<file path="src/rrs_pkg.sv">
// Shared constants, types and state encoding for the round-robin scheduler.
`default_nettype none

package rrs_pkg;

    // Table geometry
    localparam int TABLE_ENTRIES = 16;
    localparam int IDX_W         = (TABLE_ENTRIES > 1) ? $clog2(TABLE_ENTRIES) : 1;
    localparam int CNT_W         = $clog2(TABLE_ENTRIES + 1);

    // Fixed field widths
    localparam int SLOT_W = 4;
    localparam int SEC_W  = 6;
    localparam int LEN_W  = 6;
    localparam int SUM_W  = SEC_W + 1;
    localparam int CMP_W  = (SLOT_W > CNT_W) ? SLOT_W : CNT_W;

    localparam int SECONDS_PER_MINUTE = 60;

    typedef logic [IDX_W-1:0]  idx_t;
    typedef logic [CNT_W-1:0]  cnt_t;
    typedef logic [SLOT_W-1:0] slot_t;
    typedef logic [SEC_W-1:0]  sec_t;
    typedef logic [LEN_W-1:0]  len_t;
    typedef logic [SUM_W-1:0]  sum_t;
    typedef logic [CMP_W-1:0]  cmp_t;

    localparam sec_t SEC_LAST = sec_t'(SECONDS_PER_MINUTE - 1);

    // Item and entry codes
    localparam logic MODE_ADD  = 1'b0;
    localparam logic MODE_TICK = 1'b1;
    localparam logic KIND_RR   = 1'b0;
    localparam logic KIND_RT   = 1'b1;

    typedef struct packed {
        logic kind;
        sec_t start;
        len_t length;
    } entry_t;

    localparam int ENTRY_W = $bits(entry_t);

    typedef enum logic [2:0] {
        ST_IDLE,
        ST_END,
        ST_SCAN,
        ST_ROTATE,
        ST_FINISH
    } state_t;

    // Controller to datapath
    typedef struct packed {
        logic add_wr;
        logic tick_acc;
        logic end_chk;
        logic scan_en;
        logic rotate;
        logic finish_load;
    } cmd_t;

    // Datapath to controller
    typedef struct packed {
        logic scan_done;
        logic out_free;
    } status_t;

endpackage

`default_nettype wire

</file>
<file path="src/rrs_if.sv">
// Valid/ready channel interfaces for scheduler items and results.
`default_nettype none

interface rrs_item_if;
    logic               valid;
    logic               ready;
    logic               mode;
    rrs_pkg::slot_t     slot;
    logic               kind;
    rrs_pkg::sec_t      start_second;
    rrs_pkg::len_t      run_seconds;

    modport source (output valid, output mode, output slot, output kind,
                    output start_second, output run_seconds, input ready);
    modport sink   (input valid, input mode, input slot, input kind,
                    input start_second, input run_seconds, output ready);
endinterface

interface rrs_result_if;
    logic               valid;
    logic               ready;
    rrs_pkg::slot_t     running_slot;
    logic               running_active;
    logic               realtime_active;
    logic               rejected;
    rrs_pkg::slot_t     rejected_slot;
    rrs_pkg::sec_t      second_now;

    modport source (output valid, output running_slot, output running_active,
                    output realtime_active, output rejected, output rejected_slot,
                    output second_now, input ready);
    modport sink   (input valid, input running_slot, input running_active,
                    input realtime_active, input rejected, input rejected_slot,
                    input second_now, output ready);
endinterface

`default_nettype wire

</file>
<file path="src/rrs_ram.sv">
// Generic single-write, single-read RAM with registered read data.
`default_nettype none

module rrs_ram #(
    parameter int WIDTH = 8,
    parameter int DEPTH = 16
) (
    input  wire logic                                      clk,
    input  wire logic                                      wr_en,
    input  wire logic [((DEPTH > 1) ? $clog2(DEPTH) : 1)-1:0] wr_addr,
    input  wire logic [WIDTH-1:0]                          wr_data,
    input  wire logic [((DEPTH > 1) ? $clog2(DEPTH) : 1)-1:0] rd_addr,
    output logic      [WIDTH-1:0]                          rd_data
);

    logic [WIDTH-1:0] mem [DEPTH];
    logic [WIDTH-1:0] rd_data_reg;

    always_ff @(posedge clk)
    begin
        if (wr_en)
        begin
            mem[wr_addr] <= wr_data;
        end
        rd_data_reg <= mem[rd_addr];
    end

    assign rd_data = rd_data_reg;

endmodule

`default_nettype wire

</file>
<file path="src/rrs_ctrl.sv">
// Tick sequencer: steps a tick through end check, table scan, rotation and result load.
`default_nettype none

module rrs_ctrl (
    input  wire logic             clk,
    input  wire logic             rst_n,
    input  wire logic             in_valid,
    input  wire logic             in_mode,
    output logic                  in_ready,
    input  wire rrs_pkg::status_t status,
    output rrs_pkg::cmd_t         cmd
);

    rrs_pkg::state_t state_reg;
    rrs_pkg::state_t state_next;

    always_ff @(posedge clk or negedge rst_n)
    begin
        if (!rst_n)
        begin
            state_reg <= rrs_pkg::ST_IDLE;
        end
        else
        begin
            state_reg <= state_next;
        end
    end

    always_comb
    begin
        state_next = state_reg;
        case (state_reg)
            rrs_pkg::ST_IDLE:
            begin
                if (in_valid && (in_mode == rrs_pkg::MODE_TICK))
                begin
                    state_next = rrs_pkg::ST_END;
                end
            end
            rrs_pkg::ST_END:
            begin
                state_next = rrs_pkg::ST_SCAN;
            end
            rrs_pkg::ST_SCAN:
            begin
                if (status.scan_done)
                begin
                    state_next = rrs_pkg::ST_ROTATE;
                end
            end
            rrs_pkg::ST_ROTATE:
            begin
                state_next = rrs_pkg::ST_FINISH;
            end
            rrs_pkg::ST_FINISH:
            begin
                if (status.out_free)
                begin
                    state_next = rrs_pkg::ST_IDLE;
                end
            end
            default:
            begin
                state_next = rrs_pkg::ST_IDLE;
            end
        endcase
    end

    always_comb
    begin
        in_ready = 1'b0;
        cmd      = '0;
        case (state_reg)
            rrs_pkg::ST_IDLE:
            begin
                in_ready     = 1'b1;
                cmd.add_wr   = in_valid && (in_mode == rrs_pkg::MODE_ADD);
                cmd.tick_acc = in_valid && (in_mode == rrs_pkg::MODE_TICK);
            end
            rrs_pkg::ST_END:
            begin
                cmd.end_chk = 1'b1;
            end
            rrs_pkg::ST_SCAN:
            begin
                cmd.scan_en = 1'b1;
            end
            rrs_pkg::ST_ROTATE:
            begin
                cmd.rotate = 1'b1;
            end
            rrs_pkg::ST_FINISH:
            begin
                cmd.finish_load = status.out_free;
            end
            default:
            begin
                in_ready = 1'b0;
            end
        endcase
    end

endmodule

`default_nettype wire

</file>
<file path="src/rrs_datapath.sv">
// Scheduler state, entry table and ring memories, scan pipeline and result register.
`default_nettype none

module rrs_datapath (
    input  wire logic             clk,
    input  wire logic             rst_n,
    input  wire rrs_pkg::cmd_t    cmd,
    output rrs_pkg::status_t      status,
    input  wire rrs_pkg::slot_t   slot,
    input  wire logic             kind,
    input  wire rrs_pkg::sec_t    start_second,
    input  wire rrs_pkg::len_t    run_seconds,
    output logic                  out_valid,
    input  wire logic             out_ready,
    output rrs_pkg::slot_t        running_slot,
    output logic                  running_active,
    output logic                  realtime_active,
    output logic                  rejected,
    output rrs_pkg::slot_t        rejected_slot,
    output rrs_pkg::sec_t         second_now
);

    localparam rrs_pkg::cnt_t N_CNT = rrs_pkg::cnt_t'(rrs_pkg::TABLE_ENTRIES);

    // Scheduler state
    logic [rrs_pkg::TABLE_ENTRIES-1:0] valid_reg, valid_next;
    logic [rrs_pkg::TABLE_ENTRIES-1:0] admitted_reg, admitted_next;
    rrs_pkg::cnt_t ring_count_reg, ring_count_next;
    rrs_pkg::idx_t ring_ptr_reg, ring_ptr_next;
    rrs_pkg::idx_t cur_slot_reg, cur_slot_next;
    logic          cur_valid_reg, cur_valid_next;
    logic          busy_reg, busy_next;
    logic          held_reg, held_next;
    rrs_pkg::sec_t sec_reg, sec_next;

    // Per-tick working registers
    rrs_pkg::sec_t now_reg, now_next;
    logic          rej_reg, rej_next;
    rrs_pkg::idx_t rej_slot_reg, rej_slot_next;
    rrs_pkg::cnt_t scan_idx_reg, scan_idx_next;
    logic          proc_vld_reg, proc_vld_next;
    rrs_pkg::idx_t proc_idx_reg, proc_idx_next;

    // Result register
    logic           out_valid_reg, out_valid_next;
    rrs_pkg::slot_t out_slot_reg, out_slot_next;
    logic           out_run_reg, out_run_next;
    logic           out_rt_reg, out_rt_next;
    logic           out_rej_reg, out_rej_next;
    rrs_pkg::slot_t out_rej_slot_reg, out_rej_slot_next;
    rrs_pkg::sec_t  out_sec_reg, out_sec_next;

    // Memory ports
    logic            entry_wr_en;
    rrs_pkg::idx_t   entry_wr_addr;
    rrs_pkg::entry_t entry_wr_data;
    rrs_pkg::idx_t   entry_rd_addr;
    rrs_pkg::entry_t entry_rd_data;
    logic            ring_wr_en;
    rrs_pkg::idx_t   ring_rd_addr;
    rrs_pkg::idx_t   ring_rd_data;

    logic          slot_ok;
    logic          ptr_wrap;
    rrs_pkg::idx_t ptr_eff;
    rrs_pkg::cnt_t ptr_inc;
    rrs_pkg::sum_t window_end;
    logic          proc_entry_valid;

    rrs_ram #(
        .WIDTH (rrs_pkg::ENTRY_W),
        .DEPTH (rrs_pkg::TABLE_ENTRIES)
    ) u_entry_ram (
        .clk     (clk),
        .wr_en   (entry_wr_en),
        .wr_addr (entry_wr_addr),
        .wr_data (entry_wr_data),
        .rd_addr (entry_rd_addr),
        .rd_data (entry_rd_data)
    );

    rrs_ram #(
        .WIDTH (rrs_pkg::IDX_W),
        .DEPTH (rrs_pkg::TABLE_ENTRIES)
    ) u_ring_ram (
        .clk     (clk),
        .wr_en   (ring_wr_en),
        .wr_addr (ring_count_reg[rrs_pkg::IDX_W-1:0]),
        .wr_data (proc_idx_reg),
        .rd_addr (ring_rd_addr),
        .rd_data (ring_rd_data)
    );

    always_comb
    begin
        slot_ok = rrs_pkg::cmp_t'(slot) < rrs_pkg::cmp_t'(rrs_pkg::TABLE_ENTRIES);

        entry_wr_en          = cmd.add_wr && slot_ok;
        entry_wr_addr        = rrs_pkg::idx_t'(slot);
        entry_wr_data.kind   = kind;
        entry_wr_data.start  = start_second;
        entry_wr_data.length = run_seconds;
        // Point at the scan entry while scanning, at the current task otherwise
        entry_rd_addr = cmd.scan_en ? scan_idx_reg[rrs_pkg::IDX_W-1:0] : cur_slot_reg;

        ptr_wrap     = rrs_pkg::cnt_t'(ring_ptr_reg) >= ring_count_reg;
        ptr_eff      = ptr_wrap ? '0 : ring_ptr_reg;
        ptr_inc      = rrs_pkg::cnt_t'(ptr_eff) + rrs_pkg::cnt_t'(1);
        ring_rd_addr = ptr_eff;

        window_end = rrs_pkg::sum_t'(entry_rd_data.start) +
                     rrs_pkg::sum_t'(entry_rd_data.length);

        proc_entry_valid = valid_reg[proc_idx_reg];
        ring_wr_en = proc_vld_reg && proc_entry_valid && !admitted_reg[proc_idx_reg] &&
                     (entry_rd_data.kind == rrs_pkg::KIND_RR) && (ring_count_reg < N_CNT);
    end

    always_comb
    begin
        valid_next        = valid_reg;
        admitted_next     = admitted_reg;
        ring_count_next   = ring_count_reg;
        ring_ptr_next     = ring_ptr_reg;
        cur_slot_next     = cur_slot_reg;
        cur_valid_next    = cur_valid_reg;
        busy_next         = busy_reg;
        held_next         = held_reg;
        sec_next          = sec_reg;
        now_next          = now_reg;
        rej_next          = rej_reg;
        rej_slot_next     = rej_slot_reg;
        scan_idx_next     = scan_idx_reg;
        proc_vld_next     = proc_vld_reg;
        proc_idx_next     = proc_idx_reg;
        out_valid_next    = out_valid_reg;
        out_slot_next     = out_slot_reg;
        out_run_next      = out_run_reg;
        out_rt_next       = out_rt_reg;
        out_rej_next      = out_rej_reg;
        out_rej_slot_next = out_rej_slot_reg;
        out_sec_next      = out_sec_reg;

        if (entry_wr_en)
        begin
            valid_next[entry_wr_addr] = 1'b1;
        end

        // Latch the second and advance the minute counter
        if (cmd.tick_acc)
        begin
            now_next      = sec_reg;
            sec_next      = (sec_reg == rrs_pkg::SEC_LAST) ? '0 : sec_reg + rrs_pkg::sec_t'(1);
            rej_next      = 1'b0;
            rej_slot_next = '0;
            scan_idx_next = '0;
            proc_vld_next = 1'b0;
        end

        // Hold all tasks at second zero; end the running window on time
        if (cmd.end_chk)
        begin
            if (now_reg == '0)
            begin
                held_next = 1'b1;
            end
            if (busy_reg && cur_valid_reg && valid_reg[cur_slot_reg] &&
                (entry_rd_data.kind == rrs_pkg::KIND_RT) &&
                (window_end == rrs_pkg::sum_t'(now_reg)))
            begin
                cur_valid_next = 1'b0;
                cur_slot_next  = '0;
                busy_next      = 1'b0;
            end
        end

        // Issue one table read per cycle
        if (cmd.scan_en)
        begin
            if (scan_idx_reg < N_CNT)
            begin
                proc_vld_next = 1'b1;
                proc_idx_next = scan_idx_reg[rrs_pkg::IDX_W-1:0];
                scan_idx_next = scan_idx_reg + rrs_pkg::cnt_t'(1);
            end
            else
            begin
                proc_vld_next = 1'b0;
            end
        end

        // Admit and start on the entry whose read data just returned
        if (proc_vld_reg && proc_entry_valid)
        begin
            if (!admitted_reg[proc_idx_reg])
            begin
                admitted_next[proc_idx_reg] = 1'b1;
            end
            if (ring_wr_en)
            begin
                ring_count_next = ring_count_reg + rrs_pkg::cnt_t'(1);
                ring_ptr_next   = '0;
            end
            if ((entry_rd_data.kind == rrs_pkg::KIND_RT) && (entry_rd_data.start == now_reg))
            begin
                if (busy_reg)
                begin
                    rej_next      = 1'b1;
                    rej_slot_next = proc_idx_reg;
                end
                else
                begin
                    cur_slot_next  = proc_idx_reg;
                    cur_valid_next = 1'b1;
                    busy_next      = 1'b1;
                    held_next      = 1'b0;
                end
            end
        end

        // Advance the ring when no real-time window is open
        if (cmd.rotate && !busy_reg && (ring_count_reg != '0))
        begin
            cur_slot_next  = ring_rd_data;
            cur_valid_next = 1'b1;
            held_next      = 1'b0;
            ring_ptr_next  = (ptr_inc >= ring_count_reg) ? '0 :
                             ptr_inc[rrs_pkg::IDX_W-1:0];
        end

        if (cmd.finish_load)
        begin
            out_valid_next    = 1'b1;
            out_slot_next     = cur_valid_reg ? rrs_pkg::slot_t'(cur_slot_reg) : '0;
            out_run_next      = cur_valid_reg && !held_reg;
            out_rt_next       = cur_valid_reg && busy_reg;
            out_rej_next      = rej_reg;
            out_rej_slot_next = rrs_pkg::slot_t'(rej_slot_reg);
            out_sec_next      = now_reg;
        end
        else if (out_ready)
        begin
            out_valid_next = 1'b0;
        end
    end

    always_ff @(posedge clk or negedge rst_n)
    begin
        if (!rst_n)
        begin
            valid_reg      <= '0;
            admitted_reg   <= '0;
            ring_count_reg <= '0;
            ring_ptr_reg   <= '0;
            cur_slot_reg   <= '0;
            cur_valid_reg  <= 1'b0;
            busy_reg       <= 1'b0;
            held_reg       <= 1'b0;
            sec_reg        <= '0;
            rej_reg        <= 1'b0;
            rej_slot_reg   <= '0;
            scan_idx_reg   <= '0;
            proc_vld_reg   <= 1'b0;
            out_valid_reg  <= 1'b0;
        end
        else
        begin
            valid_reg      <= valid_next;
            admitted_reg   <= admitted_next;
            ring_count_reg <= ring_count_next;
            ring_ptr_reg   <= ring_ptr_next;
            cur_slot_reg   <= cur_slot_next;
            cur_valid_reg  <= cur_valid_next;
            busy_reg       <= busy_next;
            held_reg       <= held_next;
            sec_reg        <= sec_next;
            rej_reg        <= rej_next;
            rej_slot_reg   <= rej_slot_next;
            scan_idx_reg   <= scan_idx_next;
            proc_vld_reg   <= proc_vld_next;
            out_valid_reg  <= out_valid_next;
        end
    end

    always_ff @(posedge clk)
    begin
        now_reg          <= now_next;
        proc_idx_reg     <= proc_idx_next;
        out_slot_reg     <= out_slot_next;
        out_run_reg      <= out_run_next;
        out_rt_reg       <= out_rt_next;
        out_rej_reg      <= out_rej_next;
        out_rej_slot_reg <= out_rej_slot_next;
        out_sec_reg      <= out_sec_next;
    end

    assign status.scan_done = (scan_idx_reg == N_CNT) && !proc_vld_reg;
    assign status.out_free  = !out_valid_reg || out_ready;

    assign out_valid       = out_valid_reg;
    assign running_slot    = out_slot_reg;
    assign running_active  = out_run_reg;
    assign realtime_active = out_rt_reg;
    assign rejected        = out_rej_reg;
    assign rejected_slot   = out_rej_slot_reg;
    assign second_now      = out_sec_reg;

`ifndef SYNTHESIS
    a_ring_bound: assert property (@(posedge clk) disable iff (!rst_n)
        ring_count_reg <= N_CNT)
        else $error("ring count exceeds table size");

    a_ptr_in_ring: assert property (@(posedge clk) disable iff (!rst_n)
        (rrs_pkg::cnt_t'(ring_ptr_reg) < ring_count_reg) || (ring_ptr_reg == '0))
        else $error("ring pointer beyond ring fill");

    a_busy_has_task: assert property (@(posedge clk) disable iff (!rst_n)
        busy_reg |-> cur_valid_reg)
        else $error("real-time window open without a current task");

    a_admit_valid: assert property (@(posedge clk) disable iff (!rst_n)
        (admitted_reg & ~valid_reg) == '0)
        else $error("admitted entry never written");

    a_scan_confined: assert property (@(posedge clk) disable iff (!rst_n)
        proc_vld_reg |-> cmd.scan_en)
        else $error("scan data returned outside the scan phase");
`endif

endmodule

`default_nettype wire

</file>
<file path="src/realtime_round_robin_scheduler_top.sv">
// Top level of the round-robin scheduler with real-time windows.
`default_nettype none

// Task scheduler with a table of TABLE_ENTRIES slots (16). An item with mode 0
// writes a task entry (kind, start second, run length) into its slot; it yields
// no result. An item with mode 1 is a one-second tick and
// yields exactly one result: the block admits new entries (round-robin ones
// join the ring and the ring pointer returns to its head), closes the running
// real-time window when start plus length equals the current second, starts
// real-time tasks whose second has come (refusing and flagging any start while
// a window is open, first slot in order wins), and otherwise rotates to the
// next round-robin task. Second zero holds every task until one is continued.
// A tick keeps the input closed until its result is loaded. Most of that time
// is the scan of the entry table, one entry per cycle through the single read
// port of the entry memory, with a registered read of each entry and a wait
// for the last ring write to settle before the ring is read. The window-end
// check comes before the scan; the ring rotation and the result load follow it.
// The result sits in an output register, so a waiting result does not block
// add items or the next tick; a tick only stalls at its final step if the
// previous result has still not been taken.
module realtime_round_robin_scheduler_top (
    input  wire logic    clk,
    input  wire logic    rst_n,
    rrs_item_if.sink     item,
    rrs_result_if.source result
);

    rrs_pkg::cmd_t    cmd;
    rrs_pkg::status_t status;

    // Sequence each tick through its phases
    rrs_ctrl u_ctrl (
        .clk      (clk),
        .rst_n    (rst_n),
        .in_valid (item.valid),
        .in_mode  (item.mode),
        .in_ready (item.ready),
        .status   (status),
        .cmd      (cmd)
    );

    // Hold the table, ring and result; transfer results out of the register
    rrs_datapath u_datapath (
        .clk             (clk),
        .rst_n           (rst_n),
        .cmd             (cmd),
        .status          (status),
        .slot            (item.slot),
        .kind            (item.kind),
        .start_second    (item.start_second),
        .run_seconds     (item.run_seconds),
        .out_valid       (result.valid),
        .out_ready       (result.ready),
        .running_slot    (result.running_slot),
        .running_active  (result.running_active),
        .realtime_active (result.realtime_active),
        .rejected        (result.rejected),
        .rejected_slot   (result.rejected_slot),
        .second_now      (result.second_now)
    );

endmodule

`default_nettype wire
</file>
<file path="src/flat_wrapper.sv">
// flat-port wrapper written by rule: the top's interface ports become plain ports
module realtime_round_robin_scheduler_top_flat 
  (clk, rst_n, item_valid, item_mode, item_slot, item_kind, item_start_second, item_run_seconds, item_ready, result_valid, result_running_slot, result_running_active, result_realtime_active, result_rejected, result_rejected_slot, result_second_now, result_ready);
  rrs_item_if item_i ();
  rrs_result_if result_i ();
  input  wire logic clk;
  input  wire logic rst_n;
  input wire logic [$bits(item_i.valid)-1:0] item_valid;
  input wire logic [$bits(item_i.mode)-1:0] item_mode;
  input wire logic [$bits(item_i.slot)-1:0] item_slot;
  input wire logic [$bits(item_i.kind)-1:0] item_kind;
  input wire logic [$bits(item_i.start_second)-1:0] item_start_second;
  input wire logic [$bits(item_i.run_seconds)-1:0] item_run_seconds;
  output wire logic [$bits(item_i.ready)-1:0] item_ready;
  output wire logic [$bits(result_i.valid)-1:0] result_valid;
  output wire logic [$bits(result_i.running_slot)-1:0] result_running_slot;
  output wire logic [$bits(result_i.running_active)-1:0] result_running_active;
  output wire logic [$bits(result_i.realtime_active)-1:0] result_realtime_active;
  output wire logic [$bits(result_i.rejected)-1:0] result_rejected;
  output wire logic [$bits(result_i.rejected_slot)-1:0] result_rejected_slot;
  output wire logic [$bits(result_i.second_now)-1:0] result_second_now;
  input wire logic [$bits(result_i.ready)-1:0] result_ready;
  assign item_i.valid = item_valid;
  assign item_i.mode = item_mode;
  assign item_i.slot = item_slot;
  assign item_i.kind = item_kind;
  assign item_i.start_second = item_start_second;
  assign item_i.run_seconds = item_run_seconds;
  assign item_ready = item_i.ready;
  assign result_valid = result_i.valid;
  assign result_running_slot = result_i.running_slot;
  assign result_running_active = result_i.running_active;
  assign result_realtime_active = result_i.realtime_active;
  assign result_rejected = result_i.rejected;
  assign result_rejected_slot = result_i.rejected_slot;
  assign result_second_now = result_i.second_now;
  assign result_i.ready = result_ready;
  realtime_round_robin_scheduler_top u_core (.clk(clk), .rst_n(rst_n), .item(item_i), .result(result_i));
endmodule
</file>
<file path="config.mk">
export PLATFORM = sky130hd
export DESIGN_NAME = realtime_round_robin_scheduler_top_flat
export DESIGN_NICKNAME = d
export VERILOG_FILES = /design/src/rrs_pkg.sv /design/src/rrs_if.sv /design/src/rrs_ram.sv /design/src/rrs_ctrl.sv /design/src/rrs_datapath.sv /design/src/realtime_round_robin_scheduler_top.sv /design/src/flat_wrapper.sv
export SDC_FILE = /design/constraint.sdc
export NUM_CORES = 1
export LEC_CHECK = 0
export BUFFER_PORTS_ARGS = -buffer_cell sky130_fd_sc_hd__buf_2
export CAP_MARGIN = 0
export CORE_ASPECT_RATIO = 2
export CORE_UTILIZATION = 45
export DETAILED_ROUTE_END_ITERATION = 10
export MAX_ROUTING_LAYER = met4
export SYNTH_ARGS = -nofsm -noshare
export SYNTH_HDL_FRONTEND = slang
export SYNTH_SLANG_ARGS = --single-unit
</file>
<file path="constraint.sdc">
create_clock -name clk -period 7.55 [get_ports clk]
set_input_delay 0.755 -clock clk [delete_from_list [all_inputs] [get_ports clk]]
set_output_delay 0.755 -clock clk [all_outputs]
set_load 0.005 [all_outputs]
</file>
## Word level (Yosys, flattened, before mapping)

Memories as Yosys holds them, arrays and structs flattened. A register that Yosys moved wholly into a read port is not among the register bits.
Index checks and enable logic that the tools add are counted.

| operators by class | value |
|---|---|
| add/subtract/negate cells | 5 |
| bitwise operators | 5 |
| equality and inequality tests | 11 |
| magnitude comparators | 9 |
| reduce and logical (&&, ||, !) cells | 35 |
| mux-type cells | 70 |

Operator list:

| kind | number |
|---|---|
| $mux W4 | 16 |
| $mux W1 | 40 |
| $or A16 B16 Y16 | 2 |
| $logic_and A1 B1 Y1 | 17 |
| $lt A4 B5 Y1 const B | 3 |
| $mux W5 | 3 |
| $pmux W3 S5 | 1 |
| $bmux W1 S4 | 3 |
| $add A5 B1 Y5 const B | 2 |
| $lt A5 B5 Y1 const B | 2 |
| $mux W3 | 3 |
| $demux W1 S4 | 2 |
| $ge A4 B1 Y1 const B | 2 |
| $reduce_and A2 Y1 | 4 |
| $reduce_bool A2 Y1 | 4 |
| $add A6 B6 Y7 | 1 |
| $eq A7 B6 Y1 | 1 |
| $add A6 B1 Y6 const B | 1 |
| $eq A3 B2 Y1 const B | 2 |
| $eq A6 B6 Y1 | 1 |
| $eq A6 B6 Y1 const B | 1 |
| $logic_not A6 Y1 | 1 |
| $mux W6 | 1 |
| $add A4 B1 Y5 const B | 1 |
| other kinds (14) | 21 |

| storage, ports and cells | value |
|---|---|
| register bits | 96 |
| word-level logic and storage cells | 160 |
| memory bits (writable) | 272 |
| bits of input ports | 22 |
| output and inout port bits | 19 |
| memories | 2 |

Memory list:

| name | words | width | read ports | clocked after Yosys merged registers in | write ports | line | text |
|---|---|---|---|---|---|---|---|
| u_core.u_datapath.u_entry_ram.mem | 16 | 13 | 1 | 1 | 1 | rrs_ram.sv:16 | `logic [WIDTH-1:0] mem [DEPTH];` |
| u_core.u_datapath.u_ring_ram.mem | 16 | 4 | 1 | 1 | 1 | rrs_ram.sv:16 |  |

## Logic depth before layout (Yosys ltp)

Gate-level depths: netlist of run 1.

| logic depth | value |
|---|---|
| word-level depth | 11 |
| mapped depth | 18 |
| gate-level depth less buffers | 16 |

## Hierarchy

A second synthesis of run 1 with hierarchy kept.

| unflattened totals | value |
|---|---|
| cells, all modules | 921 |
| area total of the unflattened synthesis | 15924.0 um2 |

Modules (own cells, without submodules):

| module | seq. area each (um2) | area each (um2) | cells each | instances |
|---|---|---|---|---|
| rrs_ram (u_core.u_datapath.u_entry_ram) | 6506.2 | 8242.9 | 355 | 1 |
| rrs_datapath | 2462.4 | 4823.4 | 416 | 1 |
| rrs_ram (u_core.u_datapath.u_ring_ram) | 2001.9 | 2666.3 | 130 | 1 |
| rrs_ctrl | 75.1 | 191.4 | 20 | 1 |

## Worst setup path before layout of run 1

OpenSTA, ideal clock, no wires.

| timing path | value |
|---|---|
| kind | reg-to-reg |
| from | reg u_core.u_datapath.ring_count_reg[2] |
| to | reg u_core.u_datapath.ring_ptr_reg[2] |
| data required time | 7.428 ns |
| data arrival time | 3.438 ns |
| stages on the path, launching flop included | 19 |
| setup slack | 3.991 ns |
| buffers on the path | 2 |
| clock period less this slack | 3.559 ns |
| library setup time | 0.122 ns |
| cell sequence | dfrtp_1 > clkbuf_1 > inv_1 > clkbuf_1 > ha_1 > o21a_1 > nor2_1 > a21o_1 > nor2_1 > nor2_1 > ha_1 > xnor2_1 > ha_1 > o21ai_0 > a21o_1 > a21oi_1 > nor3_1 > a32o_1 > a32o_1 |

| between the ends | value |
|---|---|
| cells in the longest elaborated chain, start to end | 6 |
| elaborated cells between the ends (all ways) | 13 |
| those cells by class | add/sub: 1; order compare: 3; mux: 3; reduce/logical: 6 |

Ends and longest elaborated chain:

| what | line | text |
|---|---|---|
| from (decl) | rrs_datapath.sv:28 | `rrs_pkg::cnt_t ring_count_reg, ring_count_next;` |
| from (signal assigned) | rrs_datapath.sv:270 | `ring_count_reg <= ring_count_next;` |
| $ge A4 B5 Y1 | rrs_datapath.sv:106 | `ptr_wrap = rrs_pkg::cnt_t'(ring_ptr_reg) >= ring_count_reg;` |
| $mux W4 | rrs_datapath.sv:107 | `ptr_eff = ptr_wrap ? '0 : ring_ptr_reg;` |
| $add A4 B1 Y5 | rrs_datapath.sv:108 | `ptr_inc = rrs_pkg::cnt_t'(ptr_eff) + rrs_pkg::cnt_t'(1);` |
| $ge A5 B5 Y1 | rrs_datapath.sv:227 | `ring_ptr_next = (ptr_inc >= ring_count_reg) ? '0 :` |
| $mux W4 | rrs_datapath.sv:227 |  |
| $mux W4 | rrs_datapath.sv:222 | `if (cmd.rotate && !busy_reg && (ring_count_reg != '0))` |
| to (signal assigned) | rrs_datapath.sv:271 | `ring_ptr_reg <= ring_ptr_next;` |
| to (decl) | rrs_datapath.sv:29 | `rrs_pkg::idx_t ring_ptr_reg, ring_ptr_next;` |

Parallel ways exist; a longest one is shown, timed or not.
A chain may end at the register's enable or synchronous reset.

## Worst setup path after layout of run 1

| timing path | value |
|---|---|
| from | reg u_core.u_datapath.ring_ptr_reg[0] |
| to | reg u_core.u_datapath.ring_ptr_reg[2] |

| between the ends | value |
|---|---|
| cells in the longest elaborated chain, start to end | 6 |

Ends and longest elaborated chain:

| what | line |
|---|---|
| $ge A4 B5 Y1 | rrs_datapath.sv:106 |
| $mux W4 * | rrs_datapath.sv:107 |
| $add A4 B1 Y5 * | rrs_datapath.sv:108 |
| $ge A5 B5 Y1 | rrs_datapath.sv:227 |
| $mux W4 * | rrs_datapath.sv:227 |
| $mux W4 * | rrs_datapath.sv:222 |

Every way passes the cells marked *; elsewhere a longest branch is shown, timed or not.

==> run_results.csv, run 1 <==
group,metric,value,unit
placement,dp_cells,1429,
critical_path,path_max_fanout,19,
yosys,synth_edf_count,299,
yosys,netlist_top_cells_area,"edfxtp_1 (57%), dfrtp_1 (11%), mux4_2 (9.8%)",
layout,areaGrowthSynthToFinish,13.09,%
drt,dr.pass1.iters,4,
layout,drive_above_1_share,0.2376,
floorplan,io_pins,41,
sta,relSlewSlack,0.2171,
flow_run,maxCapViolCount,0,
yosys,synth_area_per_cell,16.55,um2
sta,hold_slack,424.8,ps
clock_tree,hold_buffers,0,
power_and_ir_drop,ir_drop,0.2520,mV
global_routing,grt_pass1_wl,54470,um
yosys,syn_inst,957,
sta,tightest_slew,1164,ps
critical_path,reg2reg_slack,2820,ps
critical_path,cp_common_cell,"ha_1",
layout,num-nets-final,1071,
clock_tree,path_clk_slew,70,ps
clock_tree,cts_tree,"built",
placement,port_buffers,40,
yosys,yosysTopAreaCellShare,0.5670,
clock_tree,clkLatencyLatePin,530,ps
global_routing,grt_pass1_vias,8949,
layout,largest_register_ffs,208,
floorplan,die_x,134.7,um
sta,fmax,0.2115,GHz
yosys,netlist_area,15840,um2
placement,dpl_cell_area,16710,um2
critical_path,start_kind,"register",
critical_path,cp.arrival,5200,ps
sta,setup_viol,0,
yosys,synth_ff_type,"edfxtp_1",
yosys,yosysWarnings,0,
global_routing,grt_max_degree,70,
global_routing,grt_usage,0.2170,
critical_path,critPathMaxStageDelay,830,ps
min_path,hp-class,"in -> async",
global_routing,antenna_found_initial,3,
layout,top_regs,"u_core.u_datapath.u_entry_ram.mem: 208 flops, u_core.u_datapath.u_ring_ram.mem: 64 flops",
global_routing,grt_overflow,0,
drt,drc,0,
sta,report.final.slew_viol_count,0,
power_and_ir_drop,power,6.896,mW
critical_path,critPathKind,"reg -> reg",
floorplan,start_util,0.4594,
layout,fin_cells,1496,
sta,post-route-period-util,0.6264,
sta,fin_worst_skew,19.79,ps
layout,design_area,17910,um2
layout,fillers,2809,
floorplan,rows,96,
sta,finalSetupTns,0,ps
clock_tree,numClockSinks,385,
drt,wirelength,36170,um
sta,rsz0062_at_grt,"no",
drt,viasPerCell,5.734,
critical_path,reg2regPathDepth,14,
drt,drt_iter0_drc,472,
clock_tree,cts_max_path_buffers,3,
layout,regMostFlops,"u_core.u_datapath.u_entry_ram.mem",
clock_tree,cts_setup_buffers,0,
critical_path,r2r_start,"u_core.u_datapath.ring_ptr_reg[0]$_DFFE_PN0P_",
clock_tree,ctsResizeCount,0,
critical_path,slowest_stage,"dfrtp_1",
yosys,synth_cell_types,59,
critical_path,reg2reg_to,"u_core.u_datapath.ring_ptr_reg[2]$_DFFE_PN0P_",
yosys,ys_seq_elements,385,
drt,wire_per_inst,24.18,um
critical_path,crit_family,"compound AO/OA/AOI/OAI gates",
clock_tree,h-tree-depth,2,
floorplan,die_h,267.3,um
drt,vias,8578,
critical_path,path_cells,"inv_1, ha_1, o21ai_0, a21oi_1, nand2_1, and2_1, ha_1, ha_1, o21ai_0, a21o_1, a21oi_1, nor3_1, a32o_1, a32o_1",
sta,hold_viol,0,
sta,period_needed,4729,ps
yosys,ys_seq_area_frac,0.6975,
status,status,"completed",
power_and_ir_drop,leakage,6.283,nW
layout,layout_commonest_cell,"edfxtp_1",
placement,dp_hpwl,24910,um
critical_path,critical_path_required,8020,ps
floorplan,core_area,34470,um2
yosys,synthesis.nets,1003,
clock_tree,root_buffer,"clkbuf_16",
clock_tree,numCtsBuffers,35,
placement,globalplace.congestion,0.8809,
power_and_ir_drop,power.density,385.0,nW/um2
floorplan,design.die.area,35990,um2
critical_path,crit_path_end_kind,"register",
layout,mostFrequentLayoutCells,"edfxtp_1 (299), mux4_2 (69), dfrtp_1 (69)",
yosys,synth_top_area_cell,"edfxtp_1",
drt,ant_nets,0,
yosys,async_flop_share,0.1792,
critical_path,critPathBufInv,1,
report_power, final:
part	internal, mW	leakage (nW)	total (mW)	switching (mW)
logic	1.02	1.98	2.23	1.21
registers	2.58	3.73	2.82	0.239
clock network	1.07	0.580	1.85	0.776
cell usage after synthesis, types with 4 or more instances:
cell type,instances
a21boi_0,4
nand4_1,5
nand2b_1,7
edfxtp_1,299
o22ai_1,4
nor3_1,12
o21ai_0,15
or2_2,19
nor2_1,51
nand2_1,58
a211oi_1,6
a21o_1,10
nand3_1,15
xor2_1,9
and3_1,5
mux4_2,69
ha_1,23
nor2b_1,13
nor4_1,12
and2_1,7
inv_1,15
a41o_1,6
buf_2,9
a31oi_1,6
o32ai_1,4
a31o_2,9
nor3b_1,4
nor4b_2,4
a21oi_1,31
a22oi_1,36
mux2i_1,12
mux2_2,11
dfrtp_1,69
o211ai_1,5
clkbuf_1,28
dfxtp_1,17
xnor2_1,16
metal layers:
| layer | up-vias | global-route usage | part of all wire |
|---|---|---|---|
| li1 | 3928 | - | - |
| met1 | 4423 | 0.2122 | 0.34 |
| met2 | 168 | 0.4241 | 0.60 |
| met3 | 59 | 0.02309 | 0.027 |
| met4 | 0 | 0.08807 | 0.037 |
| met5 | - | - | 0 |
how the worst max path moves through the flow:
stage,start,to,depth (start not counted)
after CTS,u_core.u_datapath.ring_ptr_reg[0]$_DFFE_PN0P_,u_core.u_datapath.ring_ptr_reg[2]$_DFFE_PN0P_,14
after global placement,u_core.u_datapath.ring_ptr_reg[0]$_DFFE_PN0P_,u_core.u_datapath.ring_ptr_reg[2]$_DFFE_PN0P_,14
after floorplan,u_core.u_datapath.ring_count_reg[2]$_DFFE_PN0P_,u_core.u_datapath.ring_ptr_reg[2]$_DFFE_PN0P_,18
final,u_core.u_datapath.ring_ptr_reg[0]$_DFFE_PN0P_,u_core.u_datapath.ring_ptr_reg[2]$_DFFE_PN0P_,14
after global routing,u_core.u_datapath.ring_ptr_reg[0]$_DFFE_PN0P_,u_core.u_datapath.ring_ptr_reg[0]$_DFFE_PN0P_,15
after detailed placement,u_core.u_datapath.ring_ptr_reg[0]$_DFFE_PN0P_,u_core.u_datapath.ring_ptr_reg[2]$_DFFE_PN0P_,14
area by class of cell:
cell class,instances,area (um2),share of cell area
inverters,16,60.06,0.003353
multi-input cells,514,4606,0.2572
clock buffers,47,950.9,0.05309
diodes,3,7.507,0.0004192
clock inverters,17,240.2,0.01341
repair buffers,73,447.9,0.02501
well taps,441,551.8,0.03081
flip-flops and latches,385,11050,0.6167
metrics by stage:
| step | worst slack (ps) | utilization |
|---|---|---|
| after detailed placement | 2799 | 0.4848 |
| after floorplan | 3991 | - |
| after global placement | 2878 | 0.4848 |
| after global routing | 2345 | 0.5195 |
| after CTS | 2804 | 0.5193 |
| final | 2821 | 0.5195 |
cells by family (layout without fill, tap and decap cells):
| group | count (synthesis) | count (layout) | share of synthesized area |
|---|---|---|---|
| fa+ha+maj | 24 | 24 | 0.01944 |
| mux | 93 | 93 | 0.1144 |
| simple gates | 219 | 219 | 0.07095 |
| buf+inv | 58 | 153 | 0.01588 |
| other cells | 0 | 3 | 0 |
| flops | 385 | 385 | 0.6975 |
| compound gates | 153 | 153 | 0.06803 |
| xor+xnor | 25 | 25 | 0.01383 |
No activity file was read; power rests on OpenSTA's default activity.
==> run 2, diff against run 1 <==
==> constraint.sdc (replaced) <==
create_clock -name clk -period 4.1 [get_ports clk]
set_input_delay 0.41 -clock clk [delete_from_list [all_inputs] [get_ports clk]]
set_output_delay 0.41 -clock clk [all_outputs]
set_load 0.005 [all_outputs]
==> run_results.csv, run 2 (synthesis gave the netlist of run 1 again) <==
group,metric,value,unit
drt,wl_met1,12310,um
power_and_ir_drop,power.density,706.1,nW/um2
critical_path,reg2reg_slack,450,ps
drt,drc,0,
status,status,"completed",
placement,dp_cells,1463,
sta,hold_slack,83.08,ps
layout,regMostFlops,"u_core.u_datapath.u_entry_ram.mem",
global_routing,grt_usage,0.2202,
floorplan,rows,96,
sta,post-route-period-util,0.8897,
critical_path,path_max_fanout,10,
clock_tree,h-tree-depth,2,
drt,routed-wl-met3,997,um
clock_tree,ctsResizeCount,0,
sta,tightest_slew,986.6,ps
flow_run,maxCapViolCount,0,
placement,port_buffers,40,
global_routing,antenna_found_initial,2,
sta,report.final.slew_viol_count,0,
drt,vias,8689,
global_routing,grt_overflow,0,
drt,dr.pass1.iters,4,
floorplan,die_h,267.3,um
critical_path,crit_path_end_kind,"register",
floorplan,start_util,0.4594,
sta,period_needed,3648,ps
critical_path,reg2regPathDepth,16,
critical_path,crit_start,"u_core.u_datapath.ring_count_reg[2]$_DFFE_PN0P_",
layout,areaGrowthSynthToFinish,14.64,%
clock_tree,root_buffer,"clkbuf_16",
clock_tree,numCtsBuffers,35,
layout,drive_above_1_share,0.2652,
floorplan,design.die.area,35990,um2
global_routing,grt_pass1_wl,55380,um
drt,ant_nets,0,
drt,wl_met2,21640,um
placement,globalplace.congestion,0.8442,
clock_tree,clkLatencyLatePin,540,ps
layout,fin_util,0.5266,
sta,hold_viol,0,
critical_path,critical_path_required,4520,ps
power_and_ir_drop,leakage,6.443,nW
drt,routed.top_layer,"met4",
drt,viasPerCell,5.683,
layout,fillers,2831,
critical_path,r2r_start,"u_core.u_datapath.ring_count_reg[2]$_DFFE_PN0P_",
placement,dp_hpwl,26290,um
drt,wirelength,36840,um
global_routing,grt_pass1_vias,9415,
floorplan,die_x,134.7,um
clock_tree,numClockSinks,385,
critical_path,start_kind,"register",
floorplan,io_pins,41,
layout,largest_register_ffs,208,
layout,num-nets-final,1105,
floorplan,core_area,34470,um2
clock_tree,cts_max_path_buffers,3,
drt,wire_per_inst,24.09,um
layout,layout_commonest_cell,"edfxtp_1",
critical_path,cp.arrival,4070,ps
critical_path,reg2reg_to,"u_core.u_datapath.ring_ptr_reg[2]$_DFFE_PN0P_",
layout,fin_cells,1529,
global_routing,grt_max_degree,70,
clock_tree,cts_setup_buffers,0,
critical_path,critPathKind,"reg -> reg",
sta,relSlewSlack,0.3409,
power_and_ir_drop,power,12.82,mW
clock_tree,cts_tree,"built",
sta,setup_viol,0,
min_path,hp-class,"in -> async",
sta,fin_worst_skew,21.78,ps
sta,rsz0062_at_grt,"no",
critical_path,crit_path_end,"u_core.u_datapath.ring_ptr_reg[2]$_DFFE_PN0P_",
power_and_ir_drop,ir_drop,0.6583,mV
clock_tree,hold_buffers,0,
clock_tree,path_clk_slew,70,ps
drt,drt_iter0_drc,506,
sta,fmax,0.2742,GHz
layout,mostFrequentLayoutCells,"edfxtp_1 (299), mux4_2 (69), dfrtp_1 (69)",
layout,top_regs,"u_core.u_datapath.u_entry_ram.mem: 208 flops, u_core.u_datapath.u_ring_ram.mem: 64 flops",
sta,finalSetupTns,0,ps
==> run 2: changes by cell type in the layout (fill, tap and decap cells not counted), moves of 3 or more <==
| cell | before | now |
|---|---|---|
| inv_6 | 4 | 0 |
| clkbuf_1 | 9 | 3 |
| clkinvlp_4 | 1 | 5 |
| buf_4 | 33 | 65 |
| bufinv_16 | 5 | 2 |
==> run 2: critical path, stage by stage, from the launching register on <==
cell     delay (ps)
dfrtp_1         590
inv_1           110
ha_1            300
o21a_1          120
nor2_1           50
a21o_1          230
nor2_1          410
nor2_1          120
ha_1            260
xnor2_1         160
ha_1            280
o21ai_0          70
a21o_1          160
a21oi_1         120
nor3_1           70
a32o_1          280
a32o_1          200
==> run 2: worst min-delay path by stage <==
stage / start / to / slack (ps) / depth (start not counted)
after floorplan: rst_n / u_core.u_ctrl.state_reg[0]$_DFFE_PN0P_ / 110 / 0
after global placement: u_core.u_datapath.rej_slot_reg[1]$_DFF_PN0_ / u_core.u_datapath.rejected_slot[1]$_DFFE_PP_ / 440 / 0
after detailed placement: u_core.u_datapath.rej_reg$_DFF_PN0_ / u_core.u_datapath.rejected$_DFFE_PP_ / 430 / 0
after CTS: rst_n / u_core.u_datapath.sec_reg[2]$_DFFE_PN0P_ / 110 / 2
after global routing: rst_n / u_core.u_datapath.sec_reg[2]$_DFFE_PN0P_ / 170 / 2
final: rst_n / u_core.u_datapath.sec_reg[2]$_DFFE_PN0P_ / 80 / 2
==> run 2: cell type report <==
class | instances | area (um2) | share of cell area
tap | 441 | 551.8 | 0.03039
timing repair buffer | 107 | 728.2 | 0.04011
clock inverter | 24 | 244.0 | 0.01344
clock buffer | 40 | 914.6 | 0.05038
antenna | 2 | 5.005 | 0.0002757
sequential | 385 | 11050 | 0.6084
multi-input combinational | 514 | 4606 | 0.2537
inverter | 16 | 60.06 | 0.003308
==> run 2: routing by layer <==
metal | up-vias | track usage
met5 | - | -
met4 | 0 | 0.1124
met3 | 77 | 0.02726
met2 | 158 | 0.4278
met1 | 4475 | 0.2052
li1 | 3979 | -
==> run 2: metrics by stage <==
step                setup slack (ps)  area [um2]
finish                         452.4       18150
global placement               525.7       16990
detailed placement             502.1       16990
floorplan                      540.8       15840
global route                   177.6       18150
CTS                            454.7       18150
==> run 2: power by group <==
part | switching, mW | internal, mW | total (mW)
combinational | 2.32 | 2.00 | 4.32
sequential | 0.488 | 4.75 | 5.24
clock | 1.48 | 1.78 | 3.26
==> run 3, diff against run 2 <==
--- a/config.mk
+++ b/config.mk
@@ -5,6 +5,7 @@
 export SDC_FILE = /design/constraint.sdc
 export NUM_CORES = 1
 export LEC_CHECK = 0
+export ABC_AREA = 1
 export BUFFER_PORTS_ARGS = -buffer_cell sky130_fd_sc_hd__buf_2
 export CAP_MARGIN = 0
 export CORE_ASPECT_RATIO = 2
==> run_results.csv, run 3 <==
group,metric,value,unit
sta,hold_viol,0,
critical_path,critPathKind,"reg -> reg",
yosys,yosysTopAreaCellShare,0.5391,
sta,relSlewSlack,0.4309,
critical_path,path_cells,"inv_1, ha_1, nand2_1, nand2_1, nand3_1, nand2_1, nor2_4, nand3_1, inv_1, ha_1, xor2_1, inv_1, ha_1, a21boi_0, o21ai_0, a21boi_0, nor3_1, nand2_1, nand2_1",
critical_path,start_kind,"register",
clock_tree,numCtsBuffers,35,
clock_tree,numClockSinks,385,
global_routing,grt_pass1_vias,11515,
placement,port_buffers,40,
yosys,netlist_area,16660,um2
global_routing,grt_usage,0.2292,
sta,period_needed,3611,ps
clock_tree,cts_tree,"built",
min_path,worst_hold_startpoint,"result_ready",
min_path,hp-class,"in -> reg",
yosys,ys_seq_elements,385,
clock_tree,clkLatencyLatePin,530,ps
layout,top_regs,"u_core.u_datapath.u_entry_ram.mem: 208 flops, u_core.u_datapath.u_ring_ram.mem: 64 flops",
layout,register_area,11050,um2
critical_path,crit_path_end_kind,"register",
yosys,yosysMostFrequentCell,"edfxtp_1",
global_routing,grt_pass1_wl,63710,um
drt,drc,0,
layout,layout_commonest_cell,"edfxtp_1",
drt,vias,11374,
layout,multi_input_area,4686,um2
clock_tree,path_clk_slew,70,ps
layout,mostFrequentLayoutCells,"edfxtp_1 (299), nor2_1 (239), nand2_1 (229)",
layout,fin_util,0.5090,
critical_path,reg2reg_to,"u_core.u_datapath.ring_ptr_reg[2]$_DFFE_PN0P_",
critical_path,reg2regPathDepth,19,
status,status,"completed",
critical_path,critical_path_required,4560,ps
floorplan,rows,99,
drt,wirelength,41220,um
floorplan,die_h,274.1,um
yosys,synthTopCellsByCount,"edfxtp_1 (299), nor2_1 (239), nand2_1 (229)",
floorplan,design.die.area,37830,um2
yosys,yosysWarnings,0,
clock_tree,ctsResizeCount,0,
layout,fillers,3253,
sta,post-route-period-util,0.8808,
power_and_ir_drop,leakage,7.265,nW
drt,ant_nets,0,
sta,tightest_slew,853.6,ps
layout,regMostFlops,"u_core.u_datapath.u_entry_ram.mem",
flow_run,maxCapViolCount,0,
min_path,holdPathEnd,"u_core.u_datapath.out_valid$_DFFE_PN0P_",
critical_path,slowest_stage,"nor3_1",
clock_tree,cts_max_path_buffers,3,
power_and_ir_drop,ir_drop,0.5682,mV
power_and_ir_drop,power.density,725.2,nW/um2
yosys,async_flop_share,0.1792,
sta,fmax,0.2769,GHz
clock_tree,root_buffer,"clkbuf_16",
global_routing,grt_max_degree,112,
critical_path,path_max_fanout,11,
floorplan,core_area,36420,um2
critical_path,reg2reg_slack,490,ps
layout,drive_above_1_share,0.09242,
yosys,netlist_top_cells_area,"edfxtp_1 (54%), dfrtp_1 (10%), nor2_1 (5.4%)",
sta,finalSetupTns,0,ps
sta,setup_viol,0,
drt,wire_per_inst,19.82,um
sta,fin_worst_skew,22.66,ps
layout,areaGrowthSynthToFinish,11.29,%
yosys,synth_ff_type,"edfxtp_1",
critical_path,critPathMaxStageDelay,490,ps
critical_path,cp_common_cell,"nand2_1",
global_routing,antenna_found_initial,3,
global_routing,grt_overflow,0,
yosys,synth_area_per_cell,10.78,um2
drt,viasPerCell,5.468,
critical_path,r2r_start,"u_core.u_datapath.ring_count_reg[2]$_DFFE_PN0P_",
yosys,synth_edf_count,299,
floorplan,start_util,0.4574,
yosys,syn_inst,1545,
drt,drt_iter0_drc,685,
min_path,worstHoldPathCells,2,
yosys,synth_top_area_cell,"edfxtp_1",
critical_path,cp.arrival,4070,ps
layout,largest_register_ffs,208,
floorplan,die_x,138.0,um
sta,hold_slack,90.17,ps
floorplan,io_pins,41,
placement,dp_hpwl,28300,um
yosys,ys_seq_area_frac,0.6632,
sta,rsz0062_at_grt,"no",
yosys,synthesis.nets,1591,
yosys,synth_cell_types,47,
drt,dr.pass1.iters,5,
layout,num-nets-final,1645,
sta,report.final.slew_viol_count,0,
clock_tree,h-tree-depth,2,
placement,globalplace.congestion,0.9309,
run 3: cell count changes after synthesis, sizes merged, moves of 69 or more:
| cell | previous run | this run |
|---|---|---|
| nand3 | 15 | 115 |
| nand2 | 58 | 232 |
| o21ai | 15 | 158 |
| nor2 | 51 | 242 |
| inv | 15 | 156 |
| mux4 | 69 | 0 |
run 3: per-stage QoR:
step | total power [mW] | setup slack, ps | std cells | instance area [um2]
finish | 13.44 | 488.6 | 2080 | 18540
global route | 14.35 | 147.4 | 2080 | 18540
CTS | 13.56 | 471.7 | 2077 | 18530
detailed placement | 10.38 | 487.8 | 2015 | 17410
global placement | 10.28 | 514.2 | 2015 | 17410
floorplan | 8.777 | 837.6 | 1545 | 16660
run 3: worst max path at each step:
stage / start / endpoint / slack [ps]
final: u_core.u_datapath.ring_count_reg[2]$_DFFE_PN0P_ / u_core.u_datapath.ring_ptr_reg[2]$_DFFE_PN0P_ / 490
after global routing: u_core.u_datapath.ring_count_reg[2]$_DFFE_PN0P_ / u_core.u_datapath.ring_ptr_reg[2]$_DFFE_PN0P_ / 150
after CTS: u_core.u_datapath.ring_count_reg[2]$_DFFE_PN0P_ / u_core.u_datapath.ring_ptr_reg[2]$_DFFE_PN0P_ / 470
after detailed placement: u_core.u_datapath.ring_count_reg[2]$_DFFE_PN0P_ / u_core.u_datapath.ring_ptr_reg[2]$_DFFE_PN0P_ / 490
after global placement: u_core.u_datapath.ring_count_reg[2]$_DFFE_PN0P_ / u_core.u_datapath.ring_ptr_reg[2]$_DFFE_PN0P_ / 510
after floorplan: u_core.u_datapath.ring_ptr_reg[0]$_DFFE_PN0P_ / u_core.u_datapath.ring_ptr_reg[0]$_DFFE_PN0P_ / 840
run 3: cell type report:
| type | instances | share of cell area |
|---|---|---|
| inverter | 158 | 0.03199 |
| timing repair buffer | 80 | 0.02848 |
| antenna | 3 | 0.0004050 |
| multi-input combinational | 939 | 0.2528 |
| sequential | 385 | 0.5959 |
| clock buffer | 47 | 0.05366 |
| clock inverter | 14 | 0.006142 |
| tap | 454 | 0.03064 |
run 3: what timing repair did:
| item | 4_1_cts | 5_1_grt |
|---|---|---|
| buffers inserted | 0 | 0 |
| endpoints found under the setup margin | 0 | 0 |
| hold endpoints to repair | 22 | 0 |
| hold buffers | 1 | 0 |
run 3: kinds of logic after synthesis:
logic type | share of synthesized area
AOI/OAI and AO/OA | 0.08932
xor gates and xnor gates | 0.005785
adders and majority gates | 0.01848
buffers and inverters | 0.05596
DFF | 0.6632
and+or+nand+nor | 0.1673
run 3: where the power goes:
part,internal (mW),switching [mW]
Combinational,1.57,3.64
Sequential,4.70,0.338
Clock,1.78,1.41
Total,8.05,5.39
run 3: layer usage:
| layer | up-vias | routed length [um] | GRT usage |
|---|---|---|---|
| met5 | - | 0 | - |
| met4 | 0 | 2303 | 0.1350 |
| met3 | 131 | 1592 | 0.02917 |
| met2 | 313 | 23450 | 0.4380 |
| met1 | 5481 | 13870 | 0.2157 |
| li1 | 5449 | - | - |
run 3: critical path: cells and delay by family (launching register included):
family / cells / cell delay (ps)
buf+inv: 3 / 400
compound gates: 3 / 380
flops: 1 / 470
xor+xnor: 1 / 160
simple gates: 9 / 1300
fa+ha+maj: 3 / 850
